===== src/hdl/ttg_pkg.sv =====
// ttg_pkg: shared widths, codes, item layouts and ramp constants of the
// thermal throttle governor. No dependencies.
package ttg_pkg;

	localparam int TEMP_W      = 14;
	localparam int PWR_W       = 15;
	localparam int ALPHA_W     = 16;
	localparam int THR_W       = 16;
	localparam int VCNT_W      = 32;
	localparam int PEAK_W      = 13;
	localparam int CFG_IDX_W   = 2;
	localparam int CFG_DATA_W  = 16;
	localparam int IN_TDATA_W  = 48;
	localparam int OUT_TDATA_W = 120;

	localparam int HISTORY_DEPTH_DEF = 64;

	// internal channel value width: holds temp, hotspot and power alike
	localparam int VAL_W  = 16;
	localparam int MUL_W  = 23;
	localparam int PROD_W = 2 * MUL_W;
	// ramp numerator width after the first multiply
	localparam int RMP_N_W = 22;

	localparam int EMA_ROUND = 32768;
	localparam int EMA_SHIFT = 16;
	localparam int THR_FULL  = 32768;
	localparam int THR_FLOOR = 3277;
	localparam int HYST      = 80;

	localparam logic [CFG_IDX_W-1:0] REG_TEMP_LIMIT    = 2'd0;
	localparam logic [CFG_IDX_W-1:0] REG_HOTSPOT_LIMIT = 2'd1;
	localparam logic [CFG_IDX_W-1:0] REG_POWER_LIMIT   = 2'd2;
	localparam logic [CFG_IDX_W-1:0] REG_EMA_ALPHA     = 2'd3;

	localparam logic signed [TEMP_W-1:0] TEMP_LIMIT_RST    = 14'sd1440;
	localparam logic signed [TEMP_W-1:0] HOTSPOT_LIMIT_RST = 14'sd1760;
	localparam logic [PWR_W-1:0]         POWER_LIMIT_RST   = 15'd4800;
	localparam logic [ALPHA_W-1:0]       EMA_ALPHA_RST     = 16'd6554;

	localparam int NCH = 3;
	localparam logic [1:0] CH_TEMP = 2'd0;
	localparam logic [1:0] CH_HOT  = 2'd1;
	localparam logic [1:0] CH_PWR  = 2'd2;
	localparam logic [1:0] CH_LAST = CH_PWR;

	typedef logic signed [VAL_W-1:0]  val_t;
	typedef logic signed [MUL_W-1:0]  mul_op_t;
	typedef logic signed [PROD_W-1:0] prod_t;

	typedef struct packed {
		logic [1:0]               pad;
		logic                     power_valid;
		logic [PWR_W-1:0]         power;
		logic                     hotspot_valid;
		logic signed [TEMP_W-1:0] hotspot;
		logic                     temp_valid;
		logic signed [TEMP_W-1:0] temp;
	} in_item_t;

	typedef struct packed {
		logic [PWR_W-1:0]         smoothed_power;
		logic signed [TEMP_W-1:0] smoothed_hotspot;
		logic signed [TEMP_W-1:0] smoothed_temp;
		logic [PEAK_W-1:0]        peak_temp;
		logic signed [TEMP_W-1:0] average_temp;
		logic [VCNT_W-1:0]        violation_total;
		logic                     violation_now;
		logic                     limit_breached;
		logic [THR_W-1:0]         throttle;
	} out_item_t;

	// Ramp reduction: floor((d*mulc + bias) * recip >> shift), exact for
	// d in 1..span. Numerator and divisor were pre-scaled by a power of two.
	typedef struct packed {
		logic [9:0]  span;
		logic [13:0] mulc;
		logic [5:0]  bias;
		logic [20:0] recip;
		logic [4:0]  shift;
	} rmp_const_t;

	function automatic rmp_const_t rmp_const(input logic [1:0] ch);
		rmp_const_t c;
		case (ch)
			CH_TEMP: c = '{span: 10'd240, mulc: 14'd7168, bias: 6'd37,
				recip: 21'd1789570, shift: 5'd27};
			CH_HOT:  c = '{span: 10'd160, mulc: 14'd4608, bias: 6'd12,
				recip: 21'd1342178, shift: 5'd25};
			CH_PWR:  c = '{span: 10'd480, mulc: 14'd2560, bias: 6'd37,
				recip: 21'd1789570, shift: 5'd27};
			default: c = '{span: 10'd480, mulc: 14'd2560, bias: 6'd37,
				recip: 21'd1789570, shift: 5'd27};
		endcase
		return c;
	endfunction

endpackage


===== src/hdl/ttg_ram.sv =====
// ttg_ram: generic single-write, single-read RAM with registered read data.
// No dependencies.
module ttg_ram #(
	parameter int WIDTH = 15,
	parameter int DEPTH = 64
) (
	input  logic                     clk,
	input  logic                     we,
	input  logic [$clog2(DEPTH)-1:0] waddr,
	input  logic [WIDTH-1:0]         wdata,
	input  logic [$clog2(DEPTH)-1:0] raddr,
	output logic [WIDTH-1:0]         rdata
);

	logic [WIDTH-1:0] mem [DEPTH];

	always_ff @(posedge clk) begin
		if (we) begin
			mem[waddr] <= wdata;
		end
		rdata <= mem[raddr];
	end

endmodule


===== src/hdl/ttg_mul.sv =====
// ttg_mul: shared signed multiplier with registered product.
// Depends on ttg_pkg for operand and product types.
module ttg_mul (
	input  logic           clk,
	input  ttg_pkg::mul_op_t a,
	input  ttg_pkg::mul_op_t b,
	output ttg_pkg::prod_t   p_q
);
	import ttg_pkg::*;

	always_ff @(posedge clk) begin
		p_q <= prod_t'(a) * prod_t'(b);
	end

endmodule


===== src/hdl/ttg_div.sv =====
// ttg_div: serial restoring divider, one quotient bit per cycle, signed
// dividend, unsigned divisor, quotient truncated toward zero. No dependencies.
module ttg_div #(
	parameter int NUM_W = 20,
	parameter int DEN_W = 7
) (
	input  logic                    clk,
	input  logic                    arst_n,
	input  logic                    start,
	input  logic signed [NUM_W-1:0] num,
	input  logic [DEN_W-1:0]        den,
	output logic                    busy,
	output logic signed [NUM_W-1:0] quo
);

	localparam int CNT_W = $clog2(NUM_W + 1);

	logic [NUM_W-1:0] quo_q;
	logic [DEN_W-1:0] rem_q;
	logic [DEN_W-1:0] den_q;
	logic [CNT_W-1:0] cnt_q;
	logic             neg_q;
	logic             busy_q;

	logic [DEN_W:0]   shifted;
	logic [DEN_W+1:0] trial;
	logic             fits;

	always_comb begin
		shifted = {rem_q, quo_q[NUM_W-1]};
		trial   = {1'b0, shifted} - {2'b00, den_q};
		fits    = !trial[DEN_W+1];
	end

	always_ff @(posedge clk or negedge arst_n) begin
		if (!arst_n) begin
			busy_q <= 1'b0;
			cnt_q  <= '0;
		end else if (start) begin
			busy_q <= 1'b1;
			cnt_q  <= CNT_W'(NUM_W);
		end else if (busy_q) begin
			cnt_q <= cnt_q - CNT_W'(1);
			if (cnt_q == CNT_W'(1)) begin
				busy_q <= 1'b0;
			end
		end
	end

	always_ff @(posedge clk) begin
		if (start) begin
			quo_q <= num[NUM_W-1] ? NUM_W'(-num) : NUM_W'(num);
			rem_q <= '0;
			den_q <= den;
			neg_q <= num[NUM_W-1];
		end else if (busy_q) begin
			rem_q <= fits ? trial[DEN_W-1:0] : shifted[DEN_W-1:0];
			quo_q <= {quo_q[NUM_W-2:0], fits};
		end
	end

	assign busy = busy_q;
	assign quo  = neg_q ? -$signed(quo_q) : $signed(quo_q);

endmodule


===== src/hdl/thermal_throttle_governor_core.sv =====
// thermal_throttle_governor_core: top level of the thermal throttle governor.
// Depends on ttg_pkg, ttg_ram, ttg_mul and ttg_div.
//
// Channel  | Dir | Handshake         | Payload
// ---------+-----+-------------------+--------------------------------------
// s_       | in  | s_tvalid/s_tready | s_tdata sample fields, s_tuser kind
// m_       | out | m_tvalid/m_tready | m_tdata one result per transaction
// cfg_     | in  | cfg_we            | cfg_index register, cfg_data value
//
// A sample's result waits in ST_DIV until the serial mean divider, one
// quotient bit per cycle, is done; the divider runs while the EMA and ramp
// steps share one multiplier beside it. A clear transaction goes from accept
// straight to ST_FIN. s_tready is high only while idle; a finished result
// waits in the output register, so one new transaction may be taken while
// m_tready is low. Reset is asynchronous, active low; the history RAM is not
// cleared, a fill count guards reads of unwritten slots.
module thermal_throttle_governor_core #(
	parameter int HISTORY_DEPTH = ttg_pkg::HISTORY_DEPTH_DEF
) (
	input  logic clk,
	input  logic arst_n,
	input  logic s_tvalid,
	output logic s_tready,
	// [13:0] temp, [14] temp_valid, [28:15] hotspot, [29] hotspot_valid,
	// [44:30] power, [45] power_valid, [47:46] zero
	input  logic [ttg_pkg::IN_TDATA_W-1:0] s_tdata,
	// [0] kind: 0 sample, 1 clear
	input  logic s_tuser,
	output logic m_tvalid,
	input  logic m_tready,
	// [15:0] throttle, [16] limit_breached, [17] violation_now,
	// [49:18] violation_total, [63:50] average_temp, [76:64] peak_temp,
	// [90:77] smoothed_temp, [104:91] smoothed_hotspot, [119:105] smoothed_power
	output logic [ttg_pkg::OUT_TDATA_W-1:0] m_tdata,
	input  logic cfg_we,
	input  logic [ttg_pkg::CFG_IDX_W-1:0] cfg_index,
	input  logic [ttg_pkg::CFG_DATA_W-1:0] cfg_data
);
	import ttg_pkg::*;

	localparam int HEAD_W = $clog2(HISTORY_DEPTH);
	localparam int FILL_W = $clog2(HISTORY_DEPTH + 1);
	localparam int SUM_W  = TEMP_W + $clog2(HISTORY_DEPTH);
	localparam int RING_W = TEMP_W + 1;
	localparam logic [FILL_W-1:0] FILL_FULL = FILL_W'(HISTORY_DEPTH);
	localparam logic [HEAD_W-1:0] HEAD_LAST = HEAD_W'(HISTORY_DEPTH - 1);

	// sequencer states
	localparam logic [3:0] ST_IDLE     = 4'd0;
	localparam logic [3:0] ST_UPD      = 4'd1;
	localparam logic [3:0] ST_EMA_MUL  = 4'd2;
	localparam logic [3:0] ST_EMA_ADD  = 4'd3;
	localparam logic [3:0] ST_RMP_MUL1 = 4'd4;
	localparam logic [3:0] ST_RMP_MUL2 = 4'd5;
	localparam logic [3:0] ST_RMP_ACC  = 4'd6;
	localparam logic [3:0] ST_DIV      = 4'd7;
	localparam logic [3:0] ST_FIN      = 4'd8;

	logic [3:0] state_q;

	// configuration
	logic signed [TEMP_W-1:0] temp_limit_q;
	logic signed [TEMP_W-1:0] hotspot_limit_q;
	logic [PWR_W-1:0]         power_limit_q;
	logic [ALPHA_W-1:0]       alpha_q;

	// captured sample and running statistics
	val_t             x_q [NCH];
	logic [NCH-1:0]   xv_q;
	val_t             ema_q [NCH];
	logic [NCH-1:0]   evb_q;
	logic             first_q;
	logic [1:0]       ch_q;
	logic [HEAD_W-1:0] head_q;
	logic [FILL_W-1:0] fill_q;
	logic [FILL_W-1:0] cnt_q;
	logic signed [SUM_W-1:0] sum_q;
	logic [PEAK_W-1:0] peak_q;
	logic [VCNT_W-1:0] vcnt_q;
	logic             breach_q;
	logic             viol_q;
	logic [THR_W-2:0] red_max_q;

	logic      m_tvalid_q;
	out_item_t out_q;

	in_item_t in_item;
	logic     in_fire;

	assign in_item  = in_item_t'(s_tdata);
	assign s_tready = (state_q == ST_IDLE);
	assign in_fire  = s_tvalid && s_tready;
	assign m_tvalid = m_tvalid_q;
	assign m_tdata  = out_q;

	// ---------------------------------------------------------------
	// history ring: read of the head slot is always in flight, so the
	// evicted entry is on ring_rd in the cycle after accept
	// ---------------------------------------------------------------
	logic [RING_W-1:0] ring_rd;
	logic [RING_W-1:0] ring_wd;

	assign ring_wd = {xv_q[CH_TEMP], x_q[CH_TEMP][TEMP_W-1:0]};

	ttg_ram #(
		.WIDTH(RING_W),
		.DEPTH(HISTORY_DEPTH)
	) u_ring (
		.clk  (clk),
		.we   (state_q == ST_UPD),
		.waddr(head_q),
		.wdata(ring_wd),
		.raddr(head_q),
		.rdata(ring_rd)
	);

	// ---------------------------------------------------------------
	// ring bookkeeping, violation and breach for the update cycle
	// ---------------------------------------------------------------
	logic                    full_w;
	logic                    evict_w;
	logic signed [SUM_W-1:0] old_ext;
	logic signed [SUM_W-1:0] new_ext;
	logic signed [SUM_W-1:0] sum_nxt;
	logic [FILL_W-1:0]       cnt_nxt;
	logic                    viol_w;
	logic                    hyst_ok;
	logic                    breach_nxt;
	val_t                    tl_w;
	val_t                    hl_w;
	val_t                    pl_w;

	always_comb begin
		tl_w    = val_t'(temp_limit_q);
		hl_w    = val_t'(hotspot_limit_q);
		pl_w    = val_t'(power_limit_q);
		full_w  = (fill_q == FILL_FULL);
		evict_w = full_w && ring_rd[TEMP_W];
		old_ext = evict_w ? SUM_W'($signed(ring_rd[TEMP_W-1:0])) : '0;
		new_ext = xv_q[CH_TEMP] ? SUM_W'(x_q[CH_TEMP]) : '0;
		sum_nxt = sum_q - old_ext + new_ext;
		cnt_nxt = cnt_q - FILL_W'(evict_w) + FILL_W'(xv_q[CH_TEMP]);
		viol_w  = (xv_q[CH_TEMP] && x_q[CH_TEMP] > tl_w)
			|| (xv_q[CH_HOT] && x_q[CH_HOT] > hl_w)
			|| (xv_q[CH_PWR] && x_q[CH_PWR] > pl_w);
		hyst_ok = xv_q[CH_TEMP] && xv_q[CH_HOT]
			&& x_q[CH_TEMP] < tl_w - val_t'(HYST)
			&& x_q[CH_HOT] < hl_w - val_t'(HYST);
		breach_nxt = (breach_q || viol_w) && !hyst_ok;
	end

	// ---------------------------------------------------------------
	// mean of valid ring entries: divider runs beside the EMA/ramp work
	// ---------------------------------------------------------------
	logic                    div_busy;
	logic signed [SUM_W-1:0] div_quo;

	ttg_div #(
		.NUM_W(SUM_W),
		.DEN_W(FILL_W)
	) u_div (
		.clk   (clk),
		.arst_n(arst_n),
		.start (state_q == ST_UPD),
		.num   (sum_nxt),
		.den   (cnt_nxt),
		.busy  (div_busy),
		.quo   (div_quo)
	);

	// ---------------------------------------------------------------
	// shared multiplier and its operand selection
	// ---------------------------------------------------------------
	mul_op_t mul_a;
	mul_op_t mul_b;
	prod_t   prod_q;

	ttg_mul u_mul (
		.clk(clk),
		.a  (mul_a),
		.b  (mul_b),
		.p_q(prod_q)
	);

	rmp_const_t              rc;
	val_t                    lim_sel;
	logic signed [VAL_W:0]   ema_diff;
	prod_t                   ema_inc;
	val_t                    ema_new;
	logic signed [VAL_W+1:0] rmp_d;
	logic signed [VAL_W+1:0] span_ext;
	logic                    rmp_pos;
	logic [9:0]              rmp_dc;
	logic [RMP_N_W-1:0]      rmp_n;
	prod_t                   red_full;
	logic [THR_W-2:0]        red_w;
	logic                    ch_last;

	always_comb begin
		rc = rmp_const(ch_q);
		case (ch_q)
			CH_TEMP: lim_sel = tl_w;
			CH_HOT:  lim_sel = hl_w;
			CH_PWR:  lim_sel = pl_w;
			default: lim_sel = pl_w;
		endcase
		ch_last  = (ch_q == CH_LAST);
		ema_diff = (VAL_W+1)'(x_q[ch_q]) - (VAL_W+1)'(ema_q[ch_q]);
		// round half up, floor divide by 65536
		ema_inc  = (prod_q + prod_t'(EMA_ROUND)) >>> EMA_SHIFT;
		ema_new  = ema_q[ch_q] + val_t'(ema_inc[VAL_W-1:0]);
		span_ext = (VAL_W+2)'(rc.span);
		rmp_d    = (VAL_W+2)'(ema_q[ch_q]) - (VAL_W+2)'(lim_sel) + span_ext;
		rmp_pos  = rmp_d > 0;
		rmp_dc   = (rmp_d > span_ext) ? rc.span : rmp_d[9:0];
		rmp_n    = prod_q[RMP_N_W-1:0] + RMP_N_W'(rc.bias);
		red_full = prod_q >>> rc.shift;
		red_w    = red_full[THR_W-2:0];

		mul_a = '0;
		mul_b = '0;
		case (state_q)
			ST_EMA_MUL: begin
				mul_a = mul_op_t'({1'b0, alpha_q});
				mul_b = mul_op_t'(ema_diff);
			end
			ST_RMP_MUL1: begin
				mul_a = mul_op_t'(rmp_dc);
				mul_b = mul_op_t'(rc.mulc);
			end
			ST_RMP_MUL2: begin
				mul_a = mul_op_t'(rmp_n);
				mul_b = mul_op_t'(rc.recip);
			end
			default: begin
				mul_a = '0;
				mul_b = '0;
			end
		endcase
	end

	// ---------------------------------------------------------------
	// result assembly
	// ---------------------------------------------------------------
	out_item_t        res_w;
	logic [THR_W-1:0] thr_raw;
	logic             have_samples;
	logic             out_load;

	always_comb begin
		have_samples = (fill_q != '0);
		thr_raw      = THR_W'(THR_FULL) - THR_W'(red_max_q);
		if (!have_samples) begin
			res_w.throttle = THR_W'(THR_FULL);
		end else if (thr_raw < THR_W'(THR_FLOOR)) begin
			res_w.throttle = THR_W'(THR_FLOOR);
		end else begin
			res_w.throttle = thr_raw;
		end
		res_w.limit_breached  = breach_q;
		res_w.violation_now   = viol_q;
		res_w.violation_total = vcnt_q;
		res_w.average_temp    = (cnt_q != '0) ? div_quo[TEMP_W-1:0] : '0;
		res_w.peak_temp       = peak_q;
		res_w.smoothed_temp   = (have_samples && evb_q[CH_TEMP])
			? ema_q[CH_TEMP][TEMP_W-1:0] : '0;
		res_w.smoothed_hotspot = (have_samples && evb_q[CH_HOT])
			? ema_q[CH_HOT][TEMP_W-1:0] : '0;
		res_w.smoothed_power  = (have_samples && evb_q[CH_PWR])
			? ema_q[CH_PWR][PWR_W-1:0] : '0;
		out_load = (state_q == ST_FIN) && (!m_tvalid_q || m_tready);
	end

	// ---------------------------------------------------------------
	// sequencer and control state
	// ---------------------------------------------------------------
	always_ff @(posedge clk or negedge arst_n) begin
		if (!arst_n) begin
			state_q         <= ST_IDLE;
			temp_limit_q    <= TEMP_LIMIT_RST;
			hotspot_limit_q <= HOTSPOT_LIMIT_RST;
			power_limit_q   <= POWER_LIMIT_RST;
			alpha_q         <= EMA_ALPHA_RST;
			head_q          <= '0;
			fill_q          <= '0;
			cnt_q           <= '0;
			sum_q           <= '0;
			peak_q          <= '0;
			vcnt_q          <= '0;
			breach_q        <= 1'b0;
			viol_q          <= 1'b0;
			evb_q           <= '1;
			first_q         <= 1'b0;
			ch_q            <= CH_TEMP;
			m_tvalid_q      <= 1'b0;
		end else begin
			if (cfg_we) begin
				case (cfg_index)
					REG_TEMP_LIMIT:    temp_limit_q    <= cfg_data[TEMP_W-1:0];
					REG_HOTSPOT_LIMIT: hotspot_limit_q <= cfg_data[TEMP_W-1:0];
					REG_POWER_LIMIT:   power_limit_q   <= cfg_data[PWR_W-1:0];
					REG_EMA_ALPHA:     alpha_q         <= cfg_data;
					default: ;
				endcase
			end

			if (out_load) begin
				m_tvalid_q <= 1'b1;
			end else if (m_tready) begin
				m_tvalid_q <= 1'b0;
			end

			case (state_q)
				ST_IDLE: begin
					if (in_fire) begin
						viol_q <= 1'b0;
						if (s_tuser) begin
							// clear transaction: statistics back to reset
							head_q   <= '0;
							fill_q   <= '0;
							cnt_q    <= '0;
							sum_q    <= '0;
							peak_q   <= '0;
							vcnt_q   <= '0;
							breach_q <= 1'b0;
							evb_q    <= '1;
							state_q  <= ST_FIN;
						end else begin
							state_q <= ST_UPD;
						end
					end
				end
				ST_UPD: begin
					head_q  <= (head_q == HEAD_LAST) ? '0 : head_q + HEAD_W'(1);
					fill_q  <= full_w ? fill_q : fill_q + FILL_W'(1);
					sum_q   <= sum_nxt;
					cnt_q   <= cnt_nxt;
					if (xv_q[CH_TEMP] && x_q[CH_TEMP] > val_t'(peak_q)) begin
						peak_q <= x_q[CH_TEMP][PEAK_W-1:0];
					end
					if (viol_w && vcnt_q != '1) begin
						vcnt_q <= vcnt_q + VCNT_W'(1);
					end
					viol_q   <= viol_w;
					breach_q <= breach_nxt;
					first_q  <= (fill_q == '0);
					evb_q    <= (fill_q == '0) ? xv_q : (evb_q & xv_q);
					ch_q     <= CH_TEMP;
					state_q  <= ST_EMA_MUL;
				end
				ST_EMA_MUL: begin
					if (!first_q && evb_q[ch_q]) begin
						state_q <= ST_EMA_ADD;
					end else if (ch_last) begin
						ch_q    <= CH_TEMP;
						state_q <= ST_RMP_MUL1;
					end else begin
						ch_q <= ch_q + 2'd1;
					end
				end
				ST_EMA_ADD: begin
					if (ch_last) begin
						ch_q    <= CH_TEMP;
						state_q <= ST_RMP_MUL1;
					end else begin
						ch_q    <= ch_q + 2'd1;
						state_q <= ST_EMA_MUL;
					end
				end
				ST_RMP_MUL1: begin
					if (evb_q[ch_q] && rmp_pos) begin
						state_q <= ST_RMP_MUL2;
					end else if (ch_last) begin
						state_q <= ST_DIV;
					end else begin
						ch_q <= ch_q + 2'd1;
					end
				end
				ST_RMP_MUL2: begin
					state_q <= ST_RMP_ACC;
				end
				ST_RMP_ACC: begin
					if (ch_last) begin
						state_q <= ST_DIV;
					end else begin
						ch_q    <= ch_q + 2'd1;
						state_q <= ST_RMP_MUL1;
					end
				end
				ST_DIV: begin
					if (!div_busy) begin
						state_q <= ST_FIN;
					end
				end
				ST_FIN: begin
					if (out_load) begin
						state_q <= ST_IDLE;
					end
				end
				default: state_q <= ST_IDLE;
			endcase
		end
	end

	// ---------------------------------------------------------------
	// payload registers
	// ---------------------------------------------------------------
	always_ff @(posedge clk) begin
		if (in_fire) begin
			x_q[CH_TEMP] <= val_t'(in_item.temp);
			x_q[CH_HOT]  <= val_t'(in_item.hotspot);
			x_q[CH_PWR]  <= val_t'(in_item.power);
			xv_q         <= {in_item.power_valid, in_item.hotspot_valid,
				in_item.temp_valid};
			red_max_q    <= '0;
		end
		// first sample since clear loads the averages as they are
		if (state_q == ST_UPD && fill_q == '0) begin
			ema_q[CH_TEMP] <= x_q[CH_TEMP];
			ema_q[CH_HOT]  <= x_q[CH_HOT];
			ema_q[CH_PWR]  <= x_q[CH_PWR];
		end
		if (state_q == ST_EMA_ADD) begin
			ema_q[ch_q] <= ema_new;
		end
		if (state_q == ST_RMP_ACC && red_w > red_max_q) begin
			red_max_q <= red_w;
		end
		if (out_load) begin
			out_q <= res_w;
		end
	end

`ifndef SYNTHESIS
	a_fill_bound: assert property (@(posedge clk) disable iff (!arst_n)
		fill_q <= FILL_FULL && cnt_q <= fill_q)
		else $error("ring fill or valid count out of range");

	a_clear_empties: assert property (@(posedge clk) disable iff (!arst_n)
		(in_fire && s_tuser) |=> (fill_q == '0 && vcnt_q == '0 && !breach_q))
		else $error("clear transaction left statistics behind");

	a_div_finished: assert property (@(posedge clk) disable iff (!arst_n)
		(state_q == ST_FIN) |-> !div_busy)
		else $error("result assembled while the mean divider is busy");

	a_thr_range: assert property (@(posedge clk) disable iff (!arst_n)
		m_tvalid_q |-> (out_q.throttle >= THR_W'(THR_FLOOR)
			&& out_q.throttle <= THR_W'(THR_FULL)))
		else $error("throttle out of range");
`endif

endmodule


===== config.mk =====
export PLATFORM = sky130hd
export DESIGN_NAME = thermal_throttle_governor_core
export DESIGN_NICKNAME = d
export VERILOG_FILES = /design/src/hdl/ttg_pkg.sv /design/src/hdl/ttg_ram.sv /design/src/hdl/ttg_mul.sv /design/src/hdl/ttg_div.sv /design/src/hdl/thermal_throttle_governor_core.sv
export SDC_FILE = /design/constraint.sdc
export NUM_CORES = 2
export LEC_CHECK = 0
export BUFFER_PORTS_ARGS = -buffer_cell sky130_fd_sc_hd__clkbuf_2
export CAP_MARGIN = 10
export CELL_PAD_IN_SITES_DETAIL_PLACEMENT = 0
export CELL_PAD_IN_SITES_GLOBAL_PLACEMENT = 1
export CORE_UTILIZATION = 35
export DETAILED_ROUTE_END_ITERATION = 8
export HOLD_SLACK_MARGIN = 0.06
export PLACE_DENSITY = 0.66
export SYNTH_ARGS = -nofsm -noshare
export SYNTH_HDL_FRONTEND = slang
export SYNTH_SLANG_ARGS = --single-unit

===== constraint.sdc =====
create_clock -name clk -period 21.5 [get_ports clk]
set_input_delay 5.375 -clock clk [delete_from_list [all_inputs] [get_ports clk]]
set_output_delay 5.375 -clock clk [all_outputs]
set_load 0.005 [all_outputs]

# Word-level counts from Yosys, hierarchy flattened
# Memories as Yosys holds them, arrays and structs flattened. A register that Yosys moved wholly into a read port is not among the register bits.
# Cells that the tools add are included.
[totals]
output_inout_bits = 122
register_bits = 339
ramBits = 1056
n_memories = 3
[classes]
n_bitwise = 2
shifts = 1
eq_ne = 28
add_sub_neg = 21
multipliers = 1
n_reduce_logical = 54
magnitude_cmp = 11
muxes = 80
[memory_table]
columns = ["name", "depth", "word_bits", "read_ports", "rd_clocked_by_memory_dff", "write_ports", "line", "rtl"]
rows = [
  ["u_ring.mem", 64, 15, 1, 1, 1, "ttg_ram.sv:15", "logic [WIDTH-1:0] mem [DEPTH];"],
  ["ema_q", 3, 16, 4, 3, 3, "thermal_throttle_governor_core.sv:70", "val_t ema_q [NCH];"],
  ["x_q", 3, 16, 4, 0, 3, "thermal_throttle_governor_core.sv:68", "val_t x_q [NCH];"],
]
[op_table]
columns = ["operator", "count"]
rows = [
  ["20-bit 2-to-1 mux", 7],
  ["55-bit one-hot mux with 2 select lines", 1],
  ["32-bit 2-to-1 mux", 3],
  ["23-bit one-hot mux with 3 select lines", 1],
  ["22-bit one-hot mux with 3 select lines", 1],
  ["32-bit one-hot mux with 2 select lines", 1],
  ["16-bit by 14-bit greater-than comparator with 1-bit output", 3],
  ["23-bit by 23-bit multiplier with 46-bit output", 1],
  ["46-bit by 5-bit >>> shifter with 15-bit output", 1],
  ["20-bit one-hot mux with 2 select lines", 1],
  ["13-bit 2-to-1 mux", 3],
  ["4-bit one-hot mux with 9 select lines", 1],
  ["16-bit by 16-bit subtractor with 17-bit output", 2],
  ["32-bit by 1-bit adder with 32-bit output, second input constant", 1],
  ["32-bit by 17-bit adder with 32-bit output, second input constant", 1],
  ["16-bit by 15-bit less-than comparator with 1-bit output", 2],
  ["16-bit 2-to-1 mux", 2],
  ["4-bit 2-to-1 mux", 8],
  ["32-bit != test, second input constant", 1],
  ["16-bit one-hot mux with 2 select lines", 1],
  ["15-bit 2-to-1 mux", 2],
  ["14-bit by 8-bit subtractor with 15-bit output, second input constant", 2],
  ["7-bit 2-to-1 mux", 4],
  ["7-bit one-hot mux with 2 select lines", 2],
  ["63 further kinds", 146],
]

# Longest topological paths before layout
[depth]
word_depth = 8
ltp_mapped = 52
ltp_nobuf = 45

# By module
# From an unflattened synthesis, not the netlist that was laid out.
[hier_totals]
hier_cells = 6579
area_unflattened_um2 = 85824.8
[modules_own_cells]
columns = ["mod", "area_per_inst_um2", "n_inst", "cells_each", "seq_area_each_um2"]
rows = [
  ["ttg_ram", 37189.4, 1, 1638, 29127.9],
  ["thermal_throttle_governor_core", 24905.1, 1, 2364, 11314.6],
  ["ttg_mul", 20968.9, 1, 2283, 920.9],
  ["ttg_div", 2761.4, 1, 294, 1131.1],
]

# Least setup slack after synthesis
# Ideal clock, no wire load.
[synth_path]
path_type = "register to register"
startpoint = "register ch_q[1]"
endpoint = "register u_mul.p_q[41]"
t_required_ps = 21379
slack_ps = 9787
setup_time_ps = 121
period_less_slack_ps = 11713
path_stages_with_launch = 51
arrival_time_ps = 11592
cell_sequence = "dfrtp_1 buf_1 clkbuf_1 clkbuf_1 inv_1 ha_1 clkbuf_1 nor2_1 inv_1 clkbuf_1 o21ai_0 fa_1 inv_1 ha_1 o21ai_1 nand2b_1 a31oi_1 xor2_1 (+15 left out) inv_1 fa_1 inv_1 fa_1 fa_1 inv_1 fa_1 inv_1 ha_1 a211oi_1 o21ai_0 a21boi_0 o21bai_1 a31oi_1 o221ai_1 o41ai_1 o21ai_0 xnor2_1"
[synth_via]
elab_chain_len = 8
elab_cells_between_ends = 15
classes_between = "add/sub (4); mul (1); order compare (1); eq/ne (1); mux (5); reduce/logical (1); memory (2)"
[synth_rtl]
columns = ["element", "line", "rtl"]
rows = [
  ["start: declaration", "thermal_throttle_governor_core.sv:73", "logic [1:0] ch_q;"],
  ["start signal: assignment", "thermal_throttle_governor_core.sv:358", "ch_q <= ch_q + 2'd1;"],
  ["start signal: assignment", "thermal_throttle_governor_core.sv:366", "ch_q <= ch_q + 2'd1;"],
  ["start signal: assignment", "thermal_throttle_governor_core.sv:376", "ch_q <= ch_q + 2'd1;"],
  ["2-bit by 1-bit equality test with 1-bit output / 2-bit zero test (equally long branches)", "ttg_pkg.sv:85, thermal_throttle_governor_core.sv:201", ""],
  ["16-bit one-hot mux with 2 select lines", "thermal_throttle_governor_core.sv:201", "case (ch_q)"],
  ["16-bit by 16-bit subtractor with 17-bit output", "thermal_throttle_governor_core.sv:213", "rmp_d = (VAL_W+2)'(ema_q[ch_q]) - (VAL_W+2)'(lim_sel) + span_ext;"],
  ["17-bit by 10-bit adder with 18-bit output", "thermal_throttle_governor_core.sv:213", ""],
  ["18-bit by 10-bit greater-than comparator with 1-bit output", "thermal_throttle_governor_core.sv:215", "rmp_dc = (rmp_d > span_ext) ? rc.span : rmp_d[9:0];"],
  ["10-bit 2-to-1 mux", "thermal_throttle_governor_core.sv:215", ""],
  ["22-bit one-hot mux with 3 select lines", "thermal_throttle_governor_core.sv:222", "case (state_q)"],
  ["23-bit by 23-bit multiplier with 46-bit output *", "ttg_mul.sv:12", "p_q <= prod_t'(a) * prod_t'(b);"],
  ["end signal: assignment", "ttg_mul.sv:12", ""],
  ["end: declaration", "ttg_mul.sv:7", "output ttg_pkg::prod_t p_q"],
]
# Mark *: on every way between the ends. The rest lies on a longest branch, timed or not.
# A chain may end at the register's enable or synchronous reset.

# Worst setup path in the final report
[layout_path]
startpoint = "register ch_q[0]"
endpoint = "register u_mul.p_q[41]"
# The elaborated chain is that of the path after synthesis.

==> summary.md <==
After synthesis the cells add up to 0.0793 mm². The run finished, with violations left. The worst register-to-register path has a depth of 42.

In this run, post-CTS repair resized a total of 0 instances. The number of hold-slack violations in the final timing report was 0. At the end of routability-driven placement, the weighted congestion stood at 0.880. The switching portion of total power was 0.471; the number of violations of the max-capacitance limit was 0. Dividing the detail-routed wire length by the instance count gives 25.2 µm. Clock skew on the completed layout was measured at 0.0640 ns.

After routing, the total negative slack on setup checks comes to 0 ns. In this run the remaining antenna-violating nets after routing total 0. The top cell types in the final layout, fill and taps aside, are 1233 x sky130_fd_sc_hd__edfxtp_1, 805 x sky130_fd_sc_hd__inv_1, 457 x sky130_fd_sc_hd__nand2_1.

The headroom to the max-slew limit is 0.0669. Setup violations remaining at the end of the flow were counted as 0. The number of max-slew violations in the final report is 0. The clock net in this run drives a total of 1460 sinks. The startpoint identified for the worst hold timing path is peak_q[2]$_DFFE_PN0P_. The worst-case IR drop observed on VDD is 0.219 mV.

The per-cell via count in the routed design works out to 5.38. The analysis attributes to cell leakage a power of 34.7 nW. The count of buffers added by post-CTS timing repair for setup is 0, and the detailed router's first-iteration violation count is 4927. Critical-path cell with the highest stage delay: sky130_fd_sc_hd__a31oi_1.

For the post-synthesis sequential area ratio, the log shows 0.535. The class of the tightest hold or removal check was reg2reg. Number of flops mapped to enable cells by yosys: 1233. The analysis attributes to net switching a power of 7.24 mW. In this run the worst path has a maximum fanout of 36. Number of buffers inserted during clock tree synthesis: 147.

For the count of warnings emitted by yosys, the log shows 0. The number of hold buffers added after CTS was 0. Setup repair after global routing left no endpoint under its margin. The internal portion of total power came out at 8.12 mW. For the final standard cell count with taps included and fillers excluded, the log shows 9801. The post-route clock period utilization was 0.644; the growth of design area from synthesis to finish was 12.8%. The path with the worst hold slack has its endpoint at m_tdata[66]$_DFFE_PP_.

The number of global-route vias before repair came out at 52200. The final layout contains 7579 nets. The critical path is of the reg2reg type. The full die area is 0.228 mm², and the number of distinct library cells after synthesis is 94.

In the synthesized netlist the dominant register cell turns out to be sky130_fd_sc_hd__edfxtp_1. The overall power after layout was 15.4 mW; the cell area power density was 172 mW/mm². The capture instance of the worst register-to-register path is u_mul.p_q[41]$_DFF_P_.

The share of layout cells above drive strength 1 came out at 0.118. The routed design has 247 mm of wire. The endpoint required time on the critical path is 22.17 ns. The worst setup path is launched from a flip-flop. In this design, the critical path's most frequently occurring cell is sky130_fd_sc_hd__fa_1. The global router's overall resource usage was 0.213.

The tools report the first-pass iteration count of the detailed router as 8. The total overflow left after global routing is 0. Counting tap cells, the placed design contains a total of 9522 instances. The final routed DRC violation total is 52. The post-layout minimum cycle time works out to 13.84 ns. The H-tree generated during clock tree synthesis spans 4 levels. Proportion of synthesized flip-flops having asynchronous set or reset: 0.112. The cell depth of the worst hold path was 0; the number of antenna violations at the first check in global routing was 27.

In this run the tool buffered the top-level ports with 191 buffer cells. In this run the vertical extent of the chip is 478 µm. For the global-route wire length before repair, the log shows 358 mm. TritonCTS built the clock tree. The clock-pin slew on the worst setup and hold paths was 0.06 ns.

The total I/O pin count was 194; the sequential cell fraction of total power was 0.242. The number of placement rows is 174. The startpoint identified for the worst register-to-register timing path is ch_q[0]$_DFFE_PN0P_. Fill cells in the final layout number 21100.

Averaged over all synthesized cells, the footprint is 12.4 µm². In the synthesized netlist, the number of instances is 6408. After synthesis the netlist holds a flip-flop and latch count of 1460. The worst register-to-register path has a setup slack of 7.66 ns. For the pin with the worst max-slew slack, the measured transition is 1.39 ns. The checks that failed: design-rule violations.

The run gives 0.589 as the fraction of power consumed by combinational cells. After floorplanning, the core was sized to cover 0.225 mm². STA classifies the critical path endpoint as a flip-flop. The via count is 52700. The logs give 0.168 for the clock network fraction of total power and 0.0723 GHz for the achievable clock frequency. The run gives 94 as the maximum number of pins on one net before global-route repair.

Buffer levels on the longest clock path: 3. For the starting density of the core, the log shows 0.353. The root buffer cell chosen for the clock tree is sky130_fd_sc_hd__clkbuf_16. Most common cell after layout, fill and taps aside: sky130_fd_sc_hd__edfxtp_1. STA puts the critical path data arrival time at 14.51 ns. Die width: 478 µm. The largest stage delay on the critical path works out to 0.83 ns. The worst-skew pair later-pin latency was 0.83 ns; the sum of net half-perimeters after detailed placement was 171 mm.
==> through the flow <==
stage          instance area (µm²)  worst slack [ns]  hold WS [ns]   util
2_1_floorplan                79400              9.79         0.425      -
3_3_place_gp                 84600              7.81         0.438  0.376
3_5_place_dp                 84600              7.75         0.443  0.376
4_1_cts                      89400              7.71         0.454  0.398
5_1_grt                      89400              6.88         0.463  0.398
6_report                     89500              7.66         0.455  0.398
==> routing by layer <==
| layer | track usage | up-vias | wire, µm |
|---|---|---|---|
| li1 | - | 23400 | - |
| met1 | 0.291 | 27000 | 105000 |
| met2 | 0.348 | 1979 | 117000 |
| met3 | 0.0308 | 350 | 16900 |
| met4 | 0.0690 | 6 | 8170 |
| met5 | 0 | - | 42 |
==> worst max-delay path, delay by kind of cell (launching register included) <==
kind	cells	cell delay (ns)
fa+ha+maj	12	5.27
buf+inv	9	1.34
flops	1	0.39
compound gates	14	4.50
simple gates	5	1.68
xor+xnor	2	0.48
==> power groups by stage <==
stage / clock, mW / sequential (mW) / combinational, mW
floorplan: 0 / 3.69 / 5.98
global placement: 0 / 3.77 / 9.02
detailed placement: 0 / 3.78 / 9.04
CTS: 2.63 / 3.72 / 9.13
global route: 2.74 / 3.75 / 9.99
finish: 2.59 / 3.72 / 9.06
==> final cells by class <==
type	instances	area [µm²]	area share
inverter	809	3040	0.0339
tap	2992	3740	0.0418
antenna	6	15.0	0.000168
timing repair buffer	368	2330	0.0261
sequential	1460	42400	0.474
clock buffer	203	4050	0.0453
multi-input combinational	3893	33000	0.369
clock inverter	70	835	0.00933
==> how the worst max path moves through the flow <==
stage | slack (ns) | depth (start not counted) | from | endpoint
after CTS | 7.71 | 42 | ch_q[0]$_DFFE_PN0P_ | u_mul.p_q[41]$_DFF_P_
after floorplan | 9.79 | 50 | ch_q[1]$_DFFE_PN0P_ | u_mul.p_q[41]$_DFF_P_
final | 7.66 | 42 | ch_q[0]$_DFFE_PN0P_ | u_mul.p_q[41]$_DFF_P_
after detailed placement | 7.75 | 42 | ch_q[0]$_DFFE_PN0P_ | u_mul.p_q[41]$_DFF_P_
after global placement | 7.81 | 42 | ch_q[0]$_DFFE_PN0P_ | u_mul.p_q[41]$_DFF_P_
after global routing | 6.88 | 42 | ch_q[0]$_DFFE_PN0P_ | u_mul.p_q[41]$_DFF_P_
==> synthesized netlist by cell type, types with 12 or more instances <==
library cell,count,area [µm²]
sky130_fd_sc_hd__xor2_1,70,613
sky130_fd_sc_hd__o21bai_1,13,97.6
sky130_fd_sc_hd__nand3_1,70,350
sky130_fd_sc_hd__o21ai_0,211,1060
sky130_fd_sc_hd__o21a_1,33,248
sky130_fd_sc_hd__o211ai_1,23,173
sky130_fd_sc_hd__a21o_1,45,338
sky130_fd_sc_hd__o31ai_1,12,90.1
sky130_fd_sc_hd__fa_1,444,8890
sky130_fd_sc_hd__dfrtp_1,140,3500
sky130_fd_sc_hd__or2_2,12,75.1
sky130_fd_sc_hd__clkbuf_1,223,837
sky130_fd_sc_hd__nand2b_1,67,419
sky130_fd_sc_hd__xnor2_1,139,1220
sky130_fd_sc_hd__mux2i_1,26,260
sky130_fd_sc_hd__nor4_1,27,169
sky130_fd_sc_hd__edfxtp_1,1233,37000
sky130_fd_sc_hd__nand4_1,54,338
sky130_fd_sc_hd__buf_1,40,150
sky130_fd_sc_hd__mux2_2,96,1080
sky130_fd_sc_hd__and3_1,72,450
sky130_fd_sc_hd__dfxtp_1,64,1280
sky130_fd_sc_hd__a211oi_1,21,158
sky130_fd_sc_hd__buf_2,17,85.1
sky130_fd_sc_hd__a22o_1,118,1030
sky130_fd_sc_hd__nor2b_1,56,350
sky130_fd_sc_hd__inv_1,807,3030
sky130_fd_sc_hd__dfstp_2,23,604
sky130_fd_sc_hd__mux4_2,16,360
sky130_fd_sc_hd__o21ai_1,12,60.1
sky130_fd_sc_hd__ha_1,384,4800
sky130_fd_sc_hd__a22oi_1,301,2260
sky130_fd_sc_hd__o22ai_1,17,106
sky130_fd_sc_hd__or3_1,27,169
sky130_fd_sc_hd__nand2_1,458,1720
sky130_fd_sc_hd__nor3_1,52,260
sky130_fd_sc_hd__a21oi_1,184,921
sky130_fd_sc_hd__and2_1,46,288
sky130_fd_sc_hd__a221oi_1,100,876
sky130_fd_sc_hd__nor2_1,389,1460
sky130_fd_sc_hd__a31oi_1,121,757
==> logic make-up (layout without fill, tap and decap cells) <==
family,Yosys count,in the layout,synth area share
other,2,46,0.0000947
adder cells (fa/ha/maj),828,828,0.173
AND/OR/NAND/NOR,1375,1375,0.0813
buffers and inverters,1093,1450,0.0523
AO/OA/AOI/OAI,1302,1302,0.114
XOR/XNOR,209,209,0.0231
multiplexers,139,139,0.0216
flip-flops,1460,1460,0.535
==> state kept, by name, summed over array words and instances, names as in the netlist, 7 cells and up <==
register and cells:
alpha_q 16, m_tdata 120, u_div.quo_q 20, red_max_q 15
hotspot_limit_q 14, sum_q 20, vcnt_q 32, fill_q 7
cnt_q 7, power_limit_q 15, x_q 43, u_ring.mem 960
peak_q 13, u_mul.p_q 42, u_div.den_q 7, u_div.rem_q 7
ema_q 64, u_ring.rdata 15, temp_limit_q 14
Power figures use the tool's default switching activity.
